===== config.mk =====
export PLATFORM = sky130hd
export DESIGN_NAME = atilt_cordic
export DESIGN_NICKNAME = d
export VERILOG_FILES = /design/src/hw/rtl/atilt_pkg.sv /design/src/hw/rtl/atilt_cordic.sv
export SDC_FILE = /design/constraint.sdc
export NUM_CORES = 2
export LEC_CHECK = 0
export BUFFER_PORTS_ARGS = -buffer_cell sky130_fd_sc_hd__buf_2
export CAP_MARGIN = 30
export CORE_MARGIN = 5
export CORE_UTILIZATION = 35
export CTS_BUF_LIST = sky130_fd_sc_hd__clkbuf_4 sky130_fd_sc_hd__clkbuf_8 sky130_fd_sc_hd__clkbuf_16
export DETAILED_ROUTE_END_ITERATION = 8
export SYNTH_ARGS = -nofsm -noshare
export SYNTH_HDL_FRONTEND = slang
export SYNTH_SLANG_ARGS = --single-unit

===== constraint.sdc =====
create_clock -name clk -period 6.4 [get_ports clk]
set_input_delay 1.28 -clock clk [delete_from_list [all_inputs] [get_ports clk]]
set_output_delay 1.28 -clock clk [all_outputs]
set_load 0.02 [all_outputs]

===== src/hw/rtl/atilt_pkg.sv =====
// Shared widths, arctangent step table and flag types for the tilt angle unit.
`default_nettype none

package atilt_pkg;

  localparam int AXIS_W    = 16;  // raw axis sample
  localparam int ANGLE_W   = 16;  // result angle
  localparam int SQ_W      = 31;  // square of one axis, at most 2^30
  localparam int SUM_W     = 32;  // sum of two squares
  localparam int ROOT_W    = 24;  // magnitude with 8 fraction bits
  localparam int REM_W     = 28;  // square root partial remainder
  localparam int Q8_W      = 25;  // signed numerator or divisor, 8 fraction bits
  localparam int GUARD_BITS = 8;
  localparam int TABLE_LEN = 24;
  localparam int ANGLE_MAX = 32767;

  localparam int DEF_ROTATION_STEPS      = 16;
  localparam int DEF_ANGLE_FRACTION_BITS = 8;

  // atan(2^-i) in degrees times 2^24
  localparam longint ATAN_Q24 [TABLE_LEN] = '{
    754974720, 445687602, 235489088, 119537938, 60000934, 30029717,
    15018523, 7509720, 3754917, 1877466, 938734, 469367,
    234684, 117342, 58671, 29335, 14668, 7334,
    3667, 1833, 917, 458, 229, 115
  };

  // Sign and special-case flags that ride along with one rotation
  typedef struct packed {
    logic den_zero;
    logic num_zero;
    logic num_neg;
    logic neg;
  } aflags_t;

  // Rotation angle of step idx, rounded to frac_bits plus guard bits
  function automatic longint atan_step(input int idx, input int frac_bits);
    int sh;
    sh = 24 - frac_bits - GUARD_BITS;
    return (ATAN_Q24[idx] + (longint'(1) << (sh - 1))) >>> sh;
  endfunction

endpackage

`default_nettype wire


===== src/hw/rtl/atilt_cordic.sv =====
// Pipelined vectoring rotation: arctangent of a signed ratio in degrees.
`default_nettype none

module atilt_cordic #(
  parameter int ROTATION_STEPS      = atilt_pkg::DEF_ROTATION_STEPS,
  parameter int ANGLE_FRACTION_BITS = atilt_pkg::DEF_ANGLE_FRACTION_BITS
) (
  input  logic                                 clk,
  input  logic                                 rst_n,
  input  logic                                 ce,
  input  logic                                 in_valid,
  input  logic signed [atilt_pkg::Q8_W-1:0]    in_num,
  input  logic signed [atilt_pkg::Q8_W-1:0]    in_den,
  output logic                                 out_valid,
  output logic signed [atilt_pkg::ANGLE_W-1:0] out_angle
);
  import atilt_pkg::*;

  localparam int N     = ROTATION_STEPS;
  localparam int CW    = Q8_W + 3;
  localparam int ACC_W = ANGLE_FRACTION_BITS + GUARD_BITS + 8;
  localparam int RND_W = ACC_W - GUARD_BITS;
  localparam longint ACC_MAX_L = longint'(90) << (ANGLE_FRACTION_BITS + GUARD_BITS);
  localparam logic signed [ACC_W-1:0] ACC_MAX = ACC_W'(ACC_MAX_L);
  localparam logic signed [ACC_W-1:0] HALF    = ACC_W'(longint'(1) << (GUARD_BITS - 1));
  localparam longint FULL_L = longint'(90) << ANGLE_FRACTION_BITS;
  localparam logic [ANGLE_W-1:0] FULL_SAT =
    (FULL_L > longint'(ANGLE_MAX)) ? ANGLE_W'(ANGLE_MAX) : ANGLE_W'(FULL_L);

  logic signed [CW-1:0]    num_e, den_e;
  logic                    v_r   [0:N];
  logic signed [CW-1:0]    x_r   [0:N];
  logic signed [CW-1:0]    y_r   [0:N];
  logic signed [ACC_W-1:0] acc_r [0:N];
  aflags_t                 fl_r  [0:N];
  aflags_t                 fl_in;

  logic signed [ACC_W-1:0] acc_cl, acc_rs;
  logic                    v1_r, v2_r;
  aflags_t                 fl1_r;
  logic [RND_W-1:0]        rnd_r;
  logic [31:0]             rnd_w;
  logic [ANGLE_W-1:0]      mag;
  logic signed [ANGLE_W-1:0] ang_nxt, ang_r;

  assign num_e = {{(CW-Q8_W){in_num[Q8_W-1]}}, in_num};
  assign den_e = {{(CW-Q8_W){in_den[Q8_W-1]}}, in_den};

  always_comb begin
    fl_in.den_zero = (in_den == '0);
    fl_in.num_zero = (in_num == '0);
    fl_in.num_neg  = in_num[Q8_W-1];
    fl_in.neg      = in_num[Q8_W-1] ^ in_den[Q8_W-1];
  end

  // Fold into the first quadrant
  always_ff @(posedge clk) begin
    if (!rst_n) begin
      v_r[0] <= 1'b0;
    end else if (ce) begin
      v_r[0] <= in_valid;
    end
  end

  always_ff @(posedge clk) begin
    if (ce) begin
      x_r[0]   <= den_e[CW-1] ? -den_e : den_e;
      y_r[0]   <= num_e[CW-1] ? -num_e : num_e;
      acc_r[0] <= '0;
      fl_r[0]  <= fl_in;
    end
  end

  // One micro-rotation per stage
  for (genvar i = 0; i < N; i++) begin : g_rot
    localparam logic signed [ACC_W-1:0] STEP = ACC_W'(atan_step(i, ANGLE_FRACTION_BITS));
    logic signed [CW-1:0] dx, dy;

    assign dx = x_r[i] >>> i;
    assign dy = y_r[i] >>> i;

    always_ff @(posedge clk) begin
      if (!rst_n) begin
        v_r[i+1] <= 1'b0;
      end else if (ce) begin
        v_r[i+1] <= v_r[i];
      end
    end

    always_ff @(posedge clk) begin
      if (ce) begin
        fl_r[i+1] <= fl_r[i];
        if (!y_r[i][CW-1]) begin
          x_r[i+1]   <= x_r[i] + dy;
          y_r[i+1]   <= y_r[i] - dx;
          acc_r[i+1] <= acc_r[i] + STEP;
        end else begin
          x_r[i+1]   <= x_r[i] - dy;
          y_r[i+1]   <= y_r[i] + dx;
          acc_r[i+1] <= acc_r[i] - STEP;
        end
      end
    end
  end

  // Clamp to 0..90 degrees and round off the guard bits
  always_comb begin
    if (acc_r[N][ACC_W-1]) begin
      acc_cl = '0;
    end else if (acc_r[N] > ACC_MAX) begin
      acc_cl = ACC_MAX;
    end else begin
      acc_cl = acc_r[N];
    end
    acc_rs = acc_cl + HALF;
  end

  always_ff @(posedge clk) begin
    if (!rst_n) begin
      v1_r <= 1'b0;
      v2_r <= 1'b0;
    end else if (ce) begin
      v1_r <= v_r[N];
      v2_r <= v1_r;
    end
  end

  always_ff @(posedge clk) begin
    if (ce) begin
      rnd_r <= acc_rs[ACC_W-1:GUARD_BITS];
      fl1_r <= fl_r[N];
      ang_r <= ang_nxt;
    end
  end

  // Saturate, apply sign and the zero cases
  always_comb begin
    rnd_w = 32'(rnd_r);
    mag   = (rnd_w > 32'(ANGLE_MAX)) ? ANGLE_W'(ANGLE_MAX) : rnd_w[ANGLE_W-1:0];
    if (fl1_r.den_zero) begin
      if (fl1_r.num_zero) begin
        ang_nxt = '0;
      end else begin
        ang_nxt = fl1_r.num_neg ? -$signed(FULL_SAT) : $signed(FULL_SAT);
      end
    end else if (fl1_r.num_zero) begin
      ang_nxt = '0;
    end else begin
      ang_nxt = fl1_r.neg ? -$signed(mag) : $signed(mag);
    end
  end

  assign out_valid = v2_r;
  assign out_angle = ang_r;

endmodule

`default_nettype wire


==> impl_metrics.csv <==
group,metric,value,unit
run_status,status,"completed",
routing,antenna_left,0,
grt,grt_max_degree,181,
cts,ctsHoldBuffers,0,
grt,antenna_found_initial,5,
floorplan,ioPinCount,71,
floorplan,core_region_area,294000,sq um
synthesis,ys_warn_count,0,
routing,vias_per_cell,5.26,
setup_path,endpoint,"y_r[11][26]",
synthesis,synth_top_area_frac,0.371,
sta,final.setup_skew,0.0998,ns
min_path,hold_depth,0,
floorplan,row_count,199,
setup_path,reg2reg_slack,1.22,ns
synthesis,synth-edff-count,1279,
synthesis,yosysTopAreaCell,"edfxtp_1",
synthesis,yosys_most_used_dff,"edfxtp_1",
cts,cts_setup_buffers,0,
routing,routed-via-count,78200,
cts,clk_latency,0.82,ns
place,dp_hpwl,196,mm
setup_path,r2r_cells,17,
floorplan,die_y,554,microns
synthesis,ys_seq_area_frac,0.371,
final_layout,drive_gt1_frac,0.0456,
synthesis,syn_inst,10700,
sta,period_needed,5.18,ns
final_layout,fin_nets,12100,
final_layout,fill_cells,29300,
setup_path,r2r_end,"y_r[11][26]",
cts,cts.root.buffer_cell,"clkbuf_16",
routing,routedWlPerCell,16.7,microns
sta,slew_viol_final,0,
sta,maxSlewHeadroom,0.237,
floorplan,die-area,307000,sq um
place,place_area,109000,sq um
final_layout,fin_area,114000,sq um
synthesis,netlist_area,104000,sq um
routing,first_pass_iters,7,
setup_path,critical_path.startpoint,"x_r[10][10]",
sta,setup_tns,0,ns
sta,worst_pin_slew,1.13,ns
setup_path,worstPathArrival,5.73,ns
place,io_buffers,70,
grt,grt_pass1_wl,397,mm
synthesis,syn_avg_cell_area,9.70,sq um
sta,setup_viol,0,
setup_path,worst-path-max-fanout,5,
synthesis,synth_commonest_cells,"edfxtp_1, ha_1, xnor2_1",
grt,grt-ovfl-total,0,
synthesis,synth.distinct_cells,106,
cts,tritoncts,"done",
run,maxCapViolCount,0,
setup_path,crit_type,"register to register",
grt,track_usage,0.155,
routing,initialDrtViolationCount,5151,
sta,fin_crit_sh,0.809,
sta,hold_violations,0,
setup_path,endpoint_kind,"register",
routing,routed_wl,249,mm
synthesis,ys_top_cells_by_area,"edfxtp_1, ha_1, xnor2_1",
place,place.gp.congestion,0.885,
synthesis,synth_most_common_cell,"edfxtp_1",
cts,clock_path_buffers,4,
cts,post_cts_resized,0,
min_path,hp-class,"register to register",
cts,h-tree-depth,4,
cts,clk_pin_slew_worst_paths,0.06,ns
setup_path,r2r-start,"x_r[10][10]",
routing,drcViolationCount,0,
sta,rsz0062_at_grt,"no",
synthesis,ys_seq_elements,1282,
setup_path,worstPathRequired,6.96,ns
cts,clock-sinks,1282,
final_layout,syn2layout_area_growth,10.1,%
setup_path,cp-start-kind,"register",
cts,cts_made_buffers,158,
floorplan,die_w,554,microns
sta,fmax,0.193,GHz
floorplan,initial_utilization,0.352,
synthesis,ys_async_sr_fraction,0,
grt,grt_pass1_vias,74200,
flip-flops by register name, summed over array words and instances (netlist names):
name and count:
x_r 405, v1_r 1, out_valid 1, fl_r 68, fl1_r 4, y_r 421
rnd_r 16, v_r 17, out_angle 16, acc_r 333
area by class of cell:
cell class,count,area [sq um],share of cell area
Inverter,497,1870,0.0164
Tap cell,3919,4900,0.0430
Clock buffer,182,4190,0.0367
Timing Repair Buffer,161,1110,0.00976
Sequential cell,1282,38500,0.337
Multi-Input combinational cell,8738,62700,0.549
Clock inverter,93,908,0.00796
Antenna cell,1,2.50,0.0000219
kinds of logic after synthesis:
kind of cell | synth area share
AO/OA/AOI/OAI | 0.188
multiplexers | 0.00517
AND/OR/NAND/NOR | 0.135
adder cells (fa/ha/maj) | 0.151
buffers and inverters | 0.0243
XOR/XNOR | 0.125
flip-flops | 0.371
other | 0.0000362
worst min-delay path by stage:
stage,start,end,slack (ns)
2_1_floorplan,acc_r[5][1],acc_r[6][1],0.40
3_3_place_gp,fl_r[8][0],fl_r[9][0],0.40
3_5_place_dp,fl_r[16][0],fl1_r[0],0.40
4_1_cts,fl_r[5][1],fl_r[6][1],0.40
5_1_grt,fl_r[5][1],fl_r[6][1],0.42
6_report,fl_r[15][0],fl_r[16][0],0.42
placed cells by master (no fill, tap or decap), drive strengths merged, types with 54 or more instances in the layout:
cell type and count:
inv 495, nand2b 168, or3 96, nor2b 157, clkinv 71, nand4 62
a21boi 54, a21oi 942, a211oi 90, nor2 866, xor2 478, o21ai 636
a31oi 86, nor3 276, nand3 179, xnor2 996, nor4 88, clkbuf 182
o21bai 134, o41ai 67, o31ai 142, ha 1190, edfxtp 1279, and3 91
a21o 374, o21a 177, nand2 728, buf 161
worst max-delay path, stage by stage (launching register included):
cell,delay (ns)
edfxtp_1,0.51
inv_1,0.10
ha_1,0.20
nand3b_1,0.13
nor4_1,0.76
nand2_1,0.15
or3_1,0.36
o21ai_0,0.51
nand2_1,0.18
ha_1,0.37
nand3_1,0.10
o2bb2ai_1,0.06
a21o_1,0.17
or4_1,0.43
and3_1,0.18
a2111oi_2,0.44
a21oi_1,0.14
xor2_1,0.15
per-layer routing:
metal | up-vias | share of wire | wire length (microns) | GRT usage
met1 | 36700 | 0.46 | 114000 | 0.207
met3 | 302 | 0.040 | 9920 | 0.0175
li1 | 39900 | - | - | -
met4 | 2 | 0.025 | 6270 | 0.0396
met5 | - | 0.000052 | 13 | 0
met2 | 1395 | 0.48 | 118000 | 0.269
stage by stage:
| step | std cells | util | hold slack, ns | setup WS (ns) |
|---|---|---|---|---|
| after detailed placement | 14600 | 0.370 | 0.405 | 0.626 |
| after global placement | 14600 | 0.370 | 0.401 | 0.604 |
| after floorplan | 10700 | - | 0.400 | 0.583 |
| final | 14900 | 0.388 | 0.416 | 1.22 |
| after global routing | 14900 | 0.388 | 0.417 | 0.857 |
| after CTS | 14900 | 0.388 | 0.397 | 1.25 |
Power is left out: the tool's default activity adds up to more than one toggle a clock period on the data nets, which glitch-free logic cannot reach.
